$ cat src/sv/hdet_pkg.sv
// shared types and constants of the hessian determinant filter
// no dependencies; imported by every module of the block
`timescale 1ns / 1ps

package hdet_pkg;

    localparam int PIX_W       = 16;
    localparam int COORD_W     = 12;
    localparam int DIM_W       = 13;
    localparam int DIFF_W      = PIX_W + 2;
    localparam int PROD_W      = 2 * DIFF_W;
    localparam int RESP_W      = 40;
    localparam int STORE_DEPTH = 4096;
    localparam int IDX_W       = $clog2(STORE_DEPTH);
    localparam int MAX_WIDTH   = 4096;
    localparam int MAX_HEIGHT  = 4096;
    localparam int MIN_DIM     = 3;
    localparam int QUEUE_DEPTH = 4;
    localparam int QPTR_W      = $clog2(QUEUE_DEPTH);
    localparam int QCNT_W      = QPTR_W + 1;

    // register indexes on the configuration port
    localparam logic REG_FRAME_WIDTH  = 1'b0;
    localparam logic REG_FRAME_HEIGHT = 1'b1;

    localparam logic [DIM_W-1:0] WIDTH_RESET  = DIM_W'(640);
    localparam logic [DIM_W-1:0] HEIGHT_RESET = DIM_W'(480);

    // frame geometry after clamping, plus restart strobe on any register write
    typedef struct packed {
        logic [DIM_W-1:0] width;
        logic [DIM_W-1:0] height;
        logic             restart;
    } geom_t;

    // one classified window: derivative terms of an interior pixel
    typedef struct packed {
        logic [COORD_W-1:0]       row;
        logic [COORD_W-1:0]       col;
        logic signed [DIFF_W-1:0] lxx;
        logic signed [DIFF_W-1:0] lyy;
        logic signed [DIFF_W-1:0] dxy;
        logic                     last;
    } diff_item_t;

endpackage

$ cat src/sv/hdet_back.sv
// back end: products, determinant and output register
// depends on hdet_pkg; pops items from hdet_queue
`timescale 1ns / 1ps

module hdet_back import hdet_pkg::*; (
    input  logic                     aclk,
    input  logic                     aresetn,
    input  logic                     in_valid,
    input  diff_item_t               in_item,
    output logic                     in_pop,
    output logic                     m_valid,
    input  logic                     m_ready,
    output logic [COORD_W-1:0]       m_resp_row,
    output logic [COORD_W-1:0]       m_resp_col,
    output logic signed [RESP_W-1:0] m_response,
    output logic                     m_frame_done
);

    logic                     mul_v_reg, out_v_reg;
    logic signed [PROD_W-1:0] pxy_reg, dsq_reg;
    logic [COORD_W-1:0]       mrow_reg, mcol_reg, orow_reg, ocol_reg;
    logic                     mlast_reg, olast_reg;
    logic signed [RESP_W-1:0] resp_reg;
    logic                     out_free, mul_adv;

    assign out_free = !out_v_reg || m_ready;
    assign mul_adv  = !mul_v_reg || out_free;
    assign in_pop   = in_valid && mul_adv;

    always_ff @(posedge aclk) begin
        if (!aresetn) begin
            mul_v_reg <= 1'b0;
            out_v_reg <= 1'b0;
        end else begin
            if (mul_adv) begin
                mul_v_reg <= in_valid;
            end
            if (out_free) begin
                out_v_reg <= mul_v_reg;
            end
        end
    end

    always_ff @(posedge aclk) begin
        if (mul_adv) begin
            pxy_reg   <= in_item.lxx * in_item.lyy;
            dsq_reg   <= in_item.dxy * in_item.dxy;
            mrow_reg  <= in_item.row;
            mcol_reg  <= in_item.col;
            mlast_reg <= in_item.last;
        end
        if (out_free) begin
            resp_reg  <= (RESP_W'(pxy_reg) <<< 4) - RESP_W'(dsq_reg);
            orow_reg  <= mrow_reg;
            ocol_reg  <= mcol_reg;
            olast_reg <= mlast_reg;
        end
    end

    assign m_valid      = out_v_reg;
    assign m_resp_row   = orow_reg;
    assign m_resp_col   = ocol_reg;
    assign m_response   = resp_reg;
    assign m_frame_done = olast_reg;

endmodule

$ cat config.mk
export PLATFORM = sky130hd
export DESIGN_NAME = hdet_back
export DESIGN_NICKNAME = d
export VERILOG_FILES = /design/src/sv/hdet_pkg.sv /design/src/sv/hdet_back.sv
export SDC_FILE = /design/constraint.sdc
export NUM_CORES = 2
export LEC_CHECK = 0
export CORE_UTILIZATION = 61
export CTS_CLUSTER_DIAMETER = 120
export DETAILED_ROUTE_END_ITERATION = 10
export DONT_BUFFER_PORTS = 1
export PLACE_DENSITY = 0.8
export SETUP_SLACK_MARGIN = 0.4
export SYNTH_ARGS = -nofsm -noshare
export SYNTH_HDL_FRONTEND = slang
export SYNTH_SLANG_ARGS = --single-unit
export TNS_END_PERCENT = 1
$ cat constraint.sdc
create_clock -name aclk -period 6.7 [get_ports aclk]
set_input_delay 0.67 -clock aclk [delete_from_list [all_inputs] [get_ports aclk]]
set_output_delay 0.67 -clock aclk [all_outputs]
set_load 0.02 [all_outputs]
==> reports/metrics.csv <==
metric,value,unit
"Reg clk slew, reported paths",0.08,ns
non-filler instance count after layout,3576,
post-synthesis mux area share,0.135,%
DP HPWL,51600,um
Worst Setup SP,in_item[5],
"Seq/Total Area, Yosys",16.3,%
reg2reg start,pxy_reg[3]$_DFFE_PN_,
# fillers,3630,
crit path buf inv count,5,
status,"finished, final reports clean",
largest buffer count on any clock path,2,
Syn Nets,3936,
Synth cell types,64,
Placer Congestion,0.920,
WL final,62600,um
WP data arrival,6.29,ns
slew at the pin closest to its max-slew limit,1.16,ns
Worst Hold Class,in -> reg,
Clock Skew,0.0137,ns
Site Rows,80,
Most common cell on crit path,fa_1,
n_diodes,0,
number of synthesized flops with an enable pin,160,
RSZ-0062 raised after global routing,yes,
relative slew slack,22.9,%
count of final hold-check violations,0,
cts bufs inserted,17,
Die H,223,um
via/cell ratio,5.57,
simple logic cell fraction of the synthesized area,11.0,%
first-pass GRT wire length,106000,um
synth-to-layout area growth,4.44,%
Post-synth top flop,edfxtp_1,
async set-reset flop share out of synthesis,0,%
Sum Neg Setup Slack,0,ns
wire length per cell,17.5,um
Startpoint Class,primary input,
Die X,223,um
I/O pins,150,
DRC Markers,0,
R2R Setup Slk,3.31,ns
Placed Cells,3539,
r2r worst-path depth,10,
initial antenna violation count,0,
Root Buffer Master,clkbuf_16,
global route overflow,0,
CP Capture Type,flop,
Synth Cell Area,0.0298,mm2
"most common cell after layout, fill and taps aside",inv_1,
vias in the first global route,22300,
starting density of the core,62.1,%
CTS tree,done,
Max Freq,164,MHz
CP top delay family,adder cells,
Critical Path Max Stage Delay,0.56,ns
share of post-route cells with drive strength above 1,2.87,%
crit-path cells,inv_1 -> nor2_1 -> fa_1 -> fa_1 -> inv_1 -> fa_1 -> fa_1 -> inv_1 -> fa_1 -> inv_1 -> fa_1 -> inv_1 -> ha_1 -> nand2_1 -> o21ai_1 -> a21oi_1 -> a21boi_2 -> a41oi_2 -> o21ai_1 -> or2_1 -> a311o_1 -> xor2_1,
"Req. time, crit path",6.89,ns
hold_buf cts,0,
fin nets,3890,
xor/xnor cell area share of the yosys netlist,3.35,%
syn avg cell area,9.94,um2
WS Path Type,in -> reg,
core region area,0.0479,mm2
max-slew violations,0,
post-synthesis adder-cell area fraction,51.8,%
max reg flops,39,
synth warn,0,
htree depth,4,
largest net degree at the start of global routing,89,
r2r endpoint,m_response[37]$_DFFE_PP_,
CP endpoint,dsq_reg[34]$_DFFE_PN_,
cell count after synthesis,2994,
most frequent cells in the layout,"inv_1 (812), fa_1 (621), nand2_1 (286)",
Worst-Skew Late Latency,0.44,ns
CP Depth,22,
Routed Antenna Nets,0,
main combinational cell family by area after synthesis,adder cells,
Final Setup Violations,0,
post-synthesis register bit count,162,
port bufs,0,
Max-Cap Viols,0,
Die Footprint,0.0497,mm2
period utilization,91.0,%
Clock Sinks,162,
Total GRT Usage,27.1,%
1st-iter DRT viols,1391,
TritonRoute pass-1 iters,6,
Compound-Gate Fraction of Synth Area,6.05,%
maximum fanout along the worst path,18,
Final Critical Period,6.10,ns
DR vias,19900,
Crit-path slowest cell,fa_1,
==> how the worst min path moves through the flow <==
stage                                         end                   from  slack, ns  cells past startpoint
final                      mrow_reg[11]$_DFFE_PN_            in_item[78]       0.32                      0
after global routing       mrow_reg[11]$_DFFE_PN_            in_item[78]       0.30                      0
after CTS                  mrow_reg[11]$_DFFE_PN_            in_item[78]       0.31                      0
after detailed placement  m_resp_col[6]$_DFFE_PP_  mcol_reg[6]$_DFFE_PN_       0.40                      0
after global placement    m_resp_row[1]$_DFFE_PP_  mrow_reg[1]$_DFFE_PN_       0.40                      0
after floorplan            m_frame_done$_DFFE_PP_    mlast_reg$_DFFE_PN_       0.40                      0
==> per-stage QoR <==
stage	setup slack (ns)	utilization, %	hold slack [ns]	cell area (um2)
6_report	0.604	64.8	0.321	31100
4_1_cts	0.407	64.7	0.306	31000
5_1_grt	0.296	64.8	0.302	31100
3_5_place_dp	-0.0252	63.4	0.405	30400
2_1_floorplan	0.382	-	0.400	29900
3_3_place_gp	0.124	63.4	0.401	30400
==> worst register-to-register path, stage by stage (launching register included) <==
cell and delay (ns):
edfxtp_1 0.39, ha_1 0.38, a211oi_1 0.42, o21ai_0 0.24, o221ai_2 0.23, o31ai_2 0.13, a21o_1 0.25, a21o_1 0.27
a221oi_1 0.53, o21ai_1 0.15, xor2_1 0.17
==> metal layers <==
metal	global-route usage [%]	up-vias	part of all wire (%)
met2	48.2	696	53
met1	33.0	10200	37
met4	10.8	2	3.8
met3	4.12	171	6.4
li1	-	8899	-
met5	0	-	0.0080
==> layout make-up <==
type / count / area (um2) / share of cell area [%]
clock buffer: 17 / 425 / 1.37
multi-input combinational: 1933 / 21600 / 69.6
clock inverter: 15 / 206 / 0.664
tap: 615 / 769 / 2.48
timing repair buffer: 15 / 113 / 0.362
sequential: 162 / 4840 / 15.6
inverter: 819 / 3090 / 9.93
==> cell families (layout without fill, tap and decap cells) <==
kind of cell,Yosys count,count (layout)
fa+ha+maj,859,859
xor+xnor,114,114
compound gates,273,273
buf+inv,899,866
flops,162,162
simple gates,683,683
mux,4,4
==> synthesized netlist by cell type (13+ instances only) <==
library cell	count	area, um2
ha_1	237	2970
nand3_1	17	85.1
fa_1	622	12500
clkbuf_1	76	285
edfxtp_1	160	4800
xor2_1	30	263
xnor2_1	84	736
and2_1	203	1270
nor2_1	102	383
o21a_1	23	173
nand2_1	289	1080
o21ai_0	39	195
nor2b_1	15	93.8
a21o_1	34	255
nand2b_1	13	81.3
a21oi_1	79	395
inv_1	819	3070
==> repair_timing <==
item	CTS	global route
setup buffers	0	5
endpoints found under the setup margin	0	13
endpoints found under the hold margin	0	0
gates resized for setup	0	10
Power is left out: the tool's default activity adds up to more than one toggle a clock period on the data nets, which glitch-free logic cannot reach.
