`src/sv/hdet_pkg.sv`:
```
// shared types and constants of the hessian determinant filter
// no dependencies; imported by every module of the block
`timescale 1ns / 1ps

package hdet_pkg;

    localparam int PIX_W       = 16;
    localparam int COORD_W     = 12;
    localparam int DIM_W       = 13;
    localparam int DIFF_W      = PIX_W + 2;
    localparam int PROD_W      = 2 * DIFF_W;
    localparam int RESP_W      = 40;
    localparam int STORE_DEPTH = 4096;
    localparam int IDX_W       = $clog2(STORE_DEPTH);
    localparam int MAX_WIDTH   = 4096;
    localparam int MAX_HEIGHT  = 4096;
    localparam int MIN_DIM     = 3;
    localparam int QUEUE_DEPTH = 4;
    localparam int QPTR_W      = $clog2(QUEUE_DEPTH);
    localparam int QCNT_W      = QPTR_W + 1;

    // register indexes on the configuration port
    localparam logic REG_FRAME_WIDTH  = 1'b0;
    localparam logic REG_FRAME_HEIGHT = 1'b1;

    localparam logic [DIM_W-1:0] WIDTH_RESET  = DIM_W'(640);
    localparam logic [DIM_W-1:0] HEIGHT_RESET = DIM_W'(480);

    // frame geometry after clamping, plus restart strobe on any register write
    typedef struct packed {
        logic [DIM_W-1:0] width;
        logic [DIM_W-1:0] height;
        logic             restart;
    } geom_t;

    // one classified window: derivative terms of an interior pixel
    typedef struct packed {
        logic [COORD_W-1:0]       row;
        logic [COORD_W-1:0]       col;
        logic signed [DIFF_W-1:0] lxx;
        logic signed [DIFF_W-1:0] lyy;
        logic signed [DIFF_W-1:0] dxy;
        logic                     last;
    } diff_item_t;

endpackage

```
`src/sv/hdet_queue.sv`:
```
// short queue between front and back ends
// depends on hdet_pkg for the item type and depth
`timescale 1ns / 1ps

module hdet_queue import hdet_pkg::*; (
    input  logic              aclk,
    input  logic              aresetn,
    input  logic              push,
    input  diff_item_t        push_item,
    input  logic              pop,
    output logic              out_valid,
    output diff_item_t        out_item,
    output logic [QCNT_W-1:0] count
);

    diff_item_t          slot_reg [QUEUE_DEPTH];
    logic [QPTR_W-1:0]   wr_ptr_reg, rd_ptr_reg;
    logic [QCNT_W-1:0]   count_reg;
    logic                do_pop;

    assign out_valid = count_reg != '0;
    assign out_item  = slot_reg[rd_ptr_reg];
    assign count     = count_reg;
    assign do_pop    = pop && out_valid;

    always_ff @(posedge aclk) begin
        if (!aresetn) begin
            wr_ptr_reg <= '0;
            rd_ptr_reg <= '0;
            count_reg  <= '0;
        end else begin
            if (push) begin
                wr_ptr_reg <= wr_ptr_reg + QPTR_W'(1);
            end
            if (do_pop) begin
                rd_ptr_reg <= rd_ptr_reg + QPTR_W'(1);
            end
            case ({push, do_pop})
                2'b10:   count_reg <= count_reg + QCNT_W'(1);
                2'b01:   count_reg <= count_reg - QCNT_W'(1);
                default: count_reg <= count_reg;
            endcase
        end
    end

    always_ff @(posedge aclk) begin
        if (push) begin
            slot_reg[wr_ptr_reg] <= push_item;
        end
    end

endmodule

```
`config.mk`:
```
export PLATFORM = sky130hd
export DESIGN_NAME = hdet_queue
export DESIGN_NICKNAME = d
export VERILOG_FILES = /design/src/sv/hdet_pkg.sv /design/src/sv/hdet_queue.sv
export SDC_FILE = /design/constraint.sdc
export NUM_CORES = 1
export LEC_CHECK = 0
export BUFFER_PORTS_ARGS = -buffer_cell sky130_fd_sc_hd__buf_4
export CAP_MARGIN = 20
export CORE_MARGIN = 10
export CORE_UTILIZATION = 35
export CTS_CLUSTER_DIAMETER = 30
export DETAILED_ROUTE_END_ITERATION = 12
export GPL_TIMING_DRIVEN = 0
export PLACE_DENSITY = 0.61
export SYNTH_ARGS = -nofsm -noshare
export SYNTH_HDL_FRONTEND = slang
export SYNTH_SLANG_ARGS = --single-unit
export TNS_END_PERCENT = 100
```
`constraint.sdc`:
```
create_clock -name aclk -period 4 [get_ports aclk]
set_input_delay 0.8 -clock aclk [delete_from_list [all_inputs] [get_ports aclk]]
set_output_delay 0.8 -clock aclk [all_outputs]
set_load 0.01 [all_outputs]
```
==> summary by stage <==
Global route
Across every metal layer, demand over resource in global routing totals 0.116. For met1 alone, demand over resource in global routing was 0.133. For this run, global-route usage on met3 was measured as 0.0415. met2 is the most crowded layer.

The number of global-route vias before repair was 6437. The first global-routing pass estimated 36900 um of wire. Entering global routing, the biggest net connects 45 pins. The aggregate global routing overflow is 0. The global routing met2 resource utilization is 0.196. The number of antenna violations at the first check in global routing is 0.

Timing
The measured slew at the worst slew-check pin is 0.699 ns. For the final routed database, the setup TNS stands at 0 ns. The fraction of the cycle the final worst path needs is 0.776.

The remaining max-slew budget at the tightest pin is 0.534. The time the worst path needs with I/O delays and setup is 3.10 ns. The final number of hold-violating endpoints is 0. Setup repair after global routing left no endpoint under its margin. Clock skew on the completed layout was measured at 0.0200 ns. The max-slew violation count is 0. Timing would allow up to 322 MHz. The count of final setup violators is 0.

Floorplan
The die width is 204 um. The number of placement rows is 67. In this run the standard cell core region covers 0.0334 sq mm. The area of the die is 0.0416 sq mm. In this run the count of I/O pins placed on the die edge is 166.

For this configuration, the core starts out at a cell density of 0.354. The floorplan die height is 204 um.

Placement
The placed instances occupy a cell area of 0.0138 sq mm. Summed over all nets, the half-perimeter wirelength after detailed placement is 15500 um. Routability-driven placement finished with a final weighted congestion of 0.759.

During placement, the flow inserted port buffers numbering 165.

Synth
For this run, the number of Yosys warnings is 0. The cell count after synthesis came out at 459. Synthesis inferred 325 register bits.

By area, the combinational part of the netlist is dominated by multiplexers. Summing every instance area after synthesis gives 0.0118 sq mm. The basic-gate share of the synthesized area counting and, or, nand and nor cells is 0.00719. The post-synthesis xor/xnor area fraction is 0.00370. The number of nets in the synthesized netlist is 548. The distinct cell type count after synthesis is 22. After synthesis, the mean cell area works out to 25.8 sq um. The share of the Yosys chip area taken by registers is 0.817. The fraction of the mapped netlist area in compound gates came to 0.00296. The share of synthesized cell area in full adder, half adder and majority cells is 0.00697. The portion of synthesized area spent on multiplexers is 0.151.

After synthesis, the cell types taking the most area are sky130_fd_sc_hd__edfxtp_1 (80%), sky130_fd_sc_hd__mux4_2 (15%), sky130_fd_sc_hd__dfxtp_1 (1.5%). The fraction of synthesized cell area taken by the top area cell type is 0.801. The cell type with the largest total area after synthesis is sky130_fd_sc_hd__edfxtp_1.

Clock tree
The clock drives 325 sinks. The number of hold buffers added after CTS was 0. TritonCTS built the clock tree. The clock passes through at most 3 buffers.

Clock tree synthesis selected as its root buffer the cell sky130_fd_sc_hd__clkbuf_16. In this run, CTS created clock tree buffers numbering 59. After clock tree synthesis, the repair step resized 0 gates.

The clock tree synthesis step divided the H-tree into 2 levels. Clock-pin slew was measured on the worst setup and hold paths at 0.05 ns. The later-pin clock latency in the skew report is 0.55 ns. In this run the post-CTS setup repair buffer count came out at 0.

Job
The max-cap violation count is 0.

Detailed routing
For this block, the initial DRC count from the detailed router was 172. The detailed-route wire length is 24200 um. The final route contains 5475 vias. The antenna violation net count after detailed routing is 0.

Using the TritonRoute via totals, the vias-per-cell ratio works out to 4.62. After detailed routing, the average wire length per cell comes to 20.4 um. The first TritonRoute pass finished after 4 iterations. The DRC violation count after routing is 0.

Final layout
The utilization after layout is 0.473. The register with the most flip-flops in the layout has 316 of them. The number of nets at the end of the flow is 778. Once layout is done, the placed cells without fillers occupy 0.0158 sq mm.

The area added between synthesis and finish is 33.5%. The number of inserted filler cells in the final layout is 2764. 0 antenna diodes ended up in the layout. The share of cells above drive strength 1 is 0.497.

Critical path
The worst setup path is captured at a primary output. The critical path contains buffers and inverters numbering 4 combined. Walking the worst path, the cells encountered are buf_2, buf_2, buf_2, mux4_2, buf_4. The cell family with the largest share of critical-path delay is buffers and inverters. The largest stage delay on the critical path is 0.35 ns.

The required time of the critical path is 3.20 ns. The worst setup path is launched from a register. The critical path is of the reg2out type. Data arrives at the worst endpoint at 2.30 ns. The most repeated library cell on the critical path is sky130_fd_sc_hd__buf_2. In this run the worst path has a maximum fanout of 10. The cell at the slowest stage of the critical path is sky130_fd_sc_hd__mux4_2.

Outcome
The run finished with clean final reports.

Hold path
The path class of the tightest hold or removal check is in2reg.

Power and ir drop
IR analysis of the VDD net gives a maximum drop of 357 uV. For this design the ratio of total power to cell area is 677 mW/mm^2. The analysis attributes to cell leakage a power of 5.42 nW.
[cells by family (layout without fill, tap and decap cells)]
logic type,count (synthesis),count (layout)
and+or+nand+nor,14,14
DFF,325,325
buffers and inverters,24,301
adders and majority gates,6,6
muxes,80,80
xor gates and xnor gates,5,5
AOI/OAI and AO/OA,5,5
[per-stage QoR]
step	worst slack (ns)	hold WS [ns]	instances	power (W)
2_1_floorplan	0.913	0.520	459	0.00503
5_1_grt	0.750	0.411	1184	0.0111
6_report	0.896	0.437	1184	0.0107
4_1_cts	0.762	0.401	1184	0.0109
3_3_place_gp	-0.615	0.514	1072	0.00578
3_5_place_dp	1.37	0.557	1076	0.00582
[per-layer routing]
| metal | wire (um) | vias to the layer above | share of wire |
|---|---|---|---|
| li1 | - | 2449 | - |
| met1 | 9360 | 2813 | 0.39 |
| met2 | 12300 | 163 | 0.51 |
| met3 | 1880 | 50 | 0.078 |
| met4 | 643 | 0 | 0.027 |
| met5 | 0 | - | 0 |
[Yosys cell counts]
library cell	number
sky130_fd_sc_hd__buf_6	1
sky130_fd_sc_hd__nor2b_1	3
sky130_fd_sc_hd__buf_2	9
sky130_fd_sc_hd__or3_1	2
sky130_fd_sc_hd__xor2_1	2
sky130_fd_sc_hd__a21boi_0	1
sky130_fd_sc_hd__mux4_2	79
sky130_fd_sc_hd__xnor2_1	3
sky130_fd_sc_hd__inv_1	6
sky130_fd_sc_hd__edfxtp_1	316
sky130_fd_sc_hd__o31a_1	1
sky130_fd_sc_hd__clkbuf_1	6
sky130_fd_sc_hd__ha_1	5
sky130_fd_sc_hd__dfxtp_1	9
sky130_fd_sc_hd__and2_1	8
sky130_fd_sc_hd__mux2i_1	1
sky130_fd_sc_hd__fa_1	1
sky130_fd_sc_hd__o21ai_0	2
sky130_fd_sc_hd__nand2_1	1
sky130_fd_sc_hd__buf_12	1
sky130_fd_sc_hd__o311ai_0	1
sky130_fd_sc_hd__buf_8	1
[path summary, 6_finish.rpt]
check / start / to / slack, ns / depth (start not counted)
min: push_item[35] / slot_reg[0][35] / 0.44 / 1
max: register / out_item[70] / 0.90 / 5
min reg2reg: count[2] / count[2] / 0.56 / 2
max reg2reg: count[0] / count[2] / 2.04 / 7
[cells in the final DEF (no fill, tap or decap), types with 7 or more instances in the layout]
cell type | Yosys | layout
sky130_fd_sc_hd__mux4_2 | 79 | 79
sky130_fd_sc_hd__clkbuf_16 | 0 | 59
sky130_fd_sc_hd__buf_4 | 0 | 165
sky130_fd_sc_hd__buf_2 | 9 | 9
sky130_fd_sc_hd__clkinvlp_4 | 0 | 7
sky130_fd_sc_hd__bufinv_16 | 0 | 10
sky130_fd_sc_hd__edfxtp_1 | 316 | 316
sky130_fd_sc_hd__inv_6 | 0 | 9
sky130_fd_sc_hd__dfxtp_1 | 9 | 9
sky130_fd_sc_hd__clkinv_2 | 0 | 10
sky130_fd_sc_hd__clkbuf_1 | 6 | 9
[report_power, final]
part / total [W] / switching (W) / internal (W)
combinational: 0.00171 / 0.000791 / 0.000915
clock: 0.00500 / 0.00165 / 0.00336
sequential: 0.00399 / 0.0000553 / 0.00393
total: 0.0107 / 0.00249 / 0.00820
[cell type report]
type                       count  area, sq um  share of cell area
timing repair buffer         169         1350              0.0853
sequential                   325         9670               0.612
clock buffer                  62         1490              0.0941
inverter                       6         22.5             0.00142
tap                          448          561              0.0355
multi-input combinational    110         2050               0.129
clock inverter                46          557              0.0352
buffer                        18          114             0.00720
No activity file was read; power rests on OpenSTA's default activity.
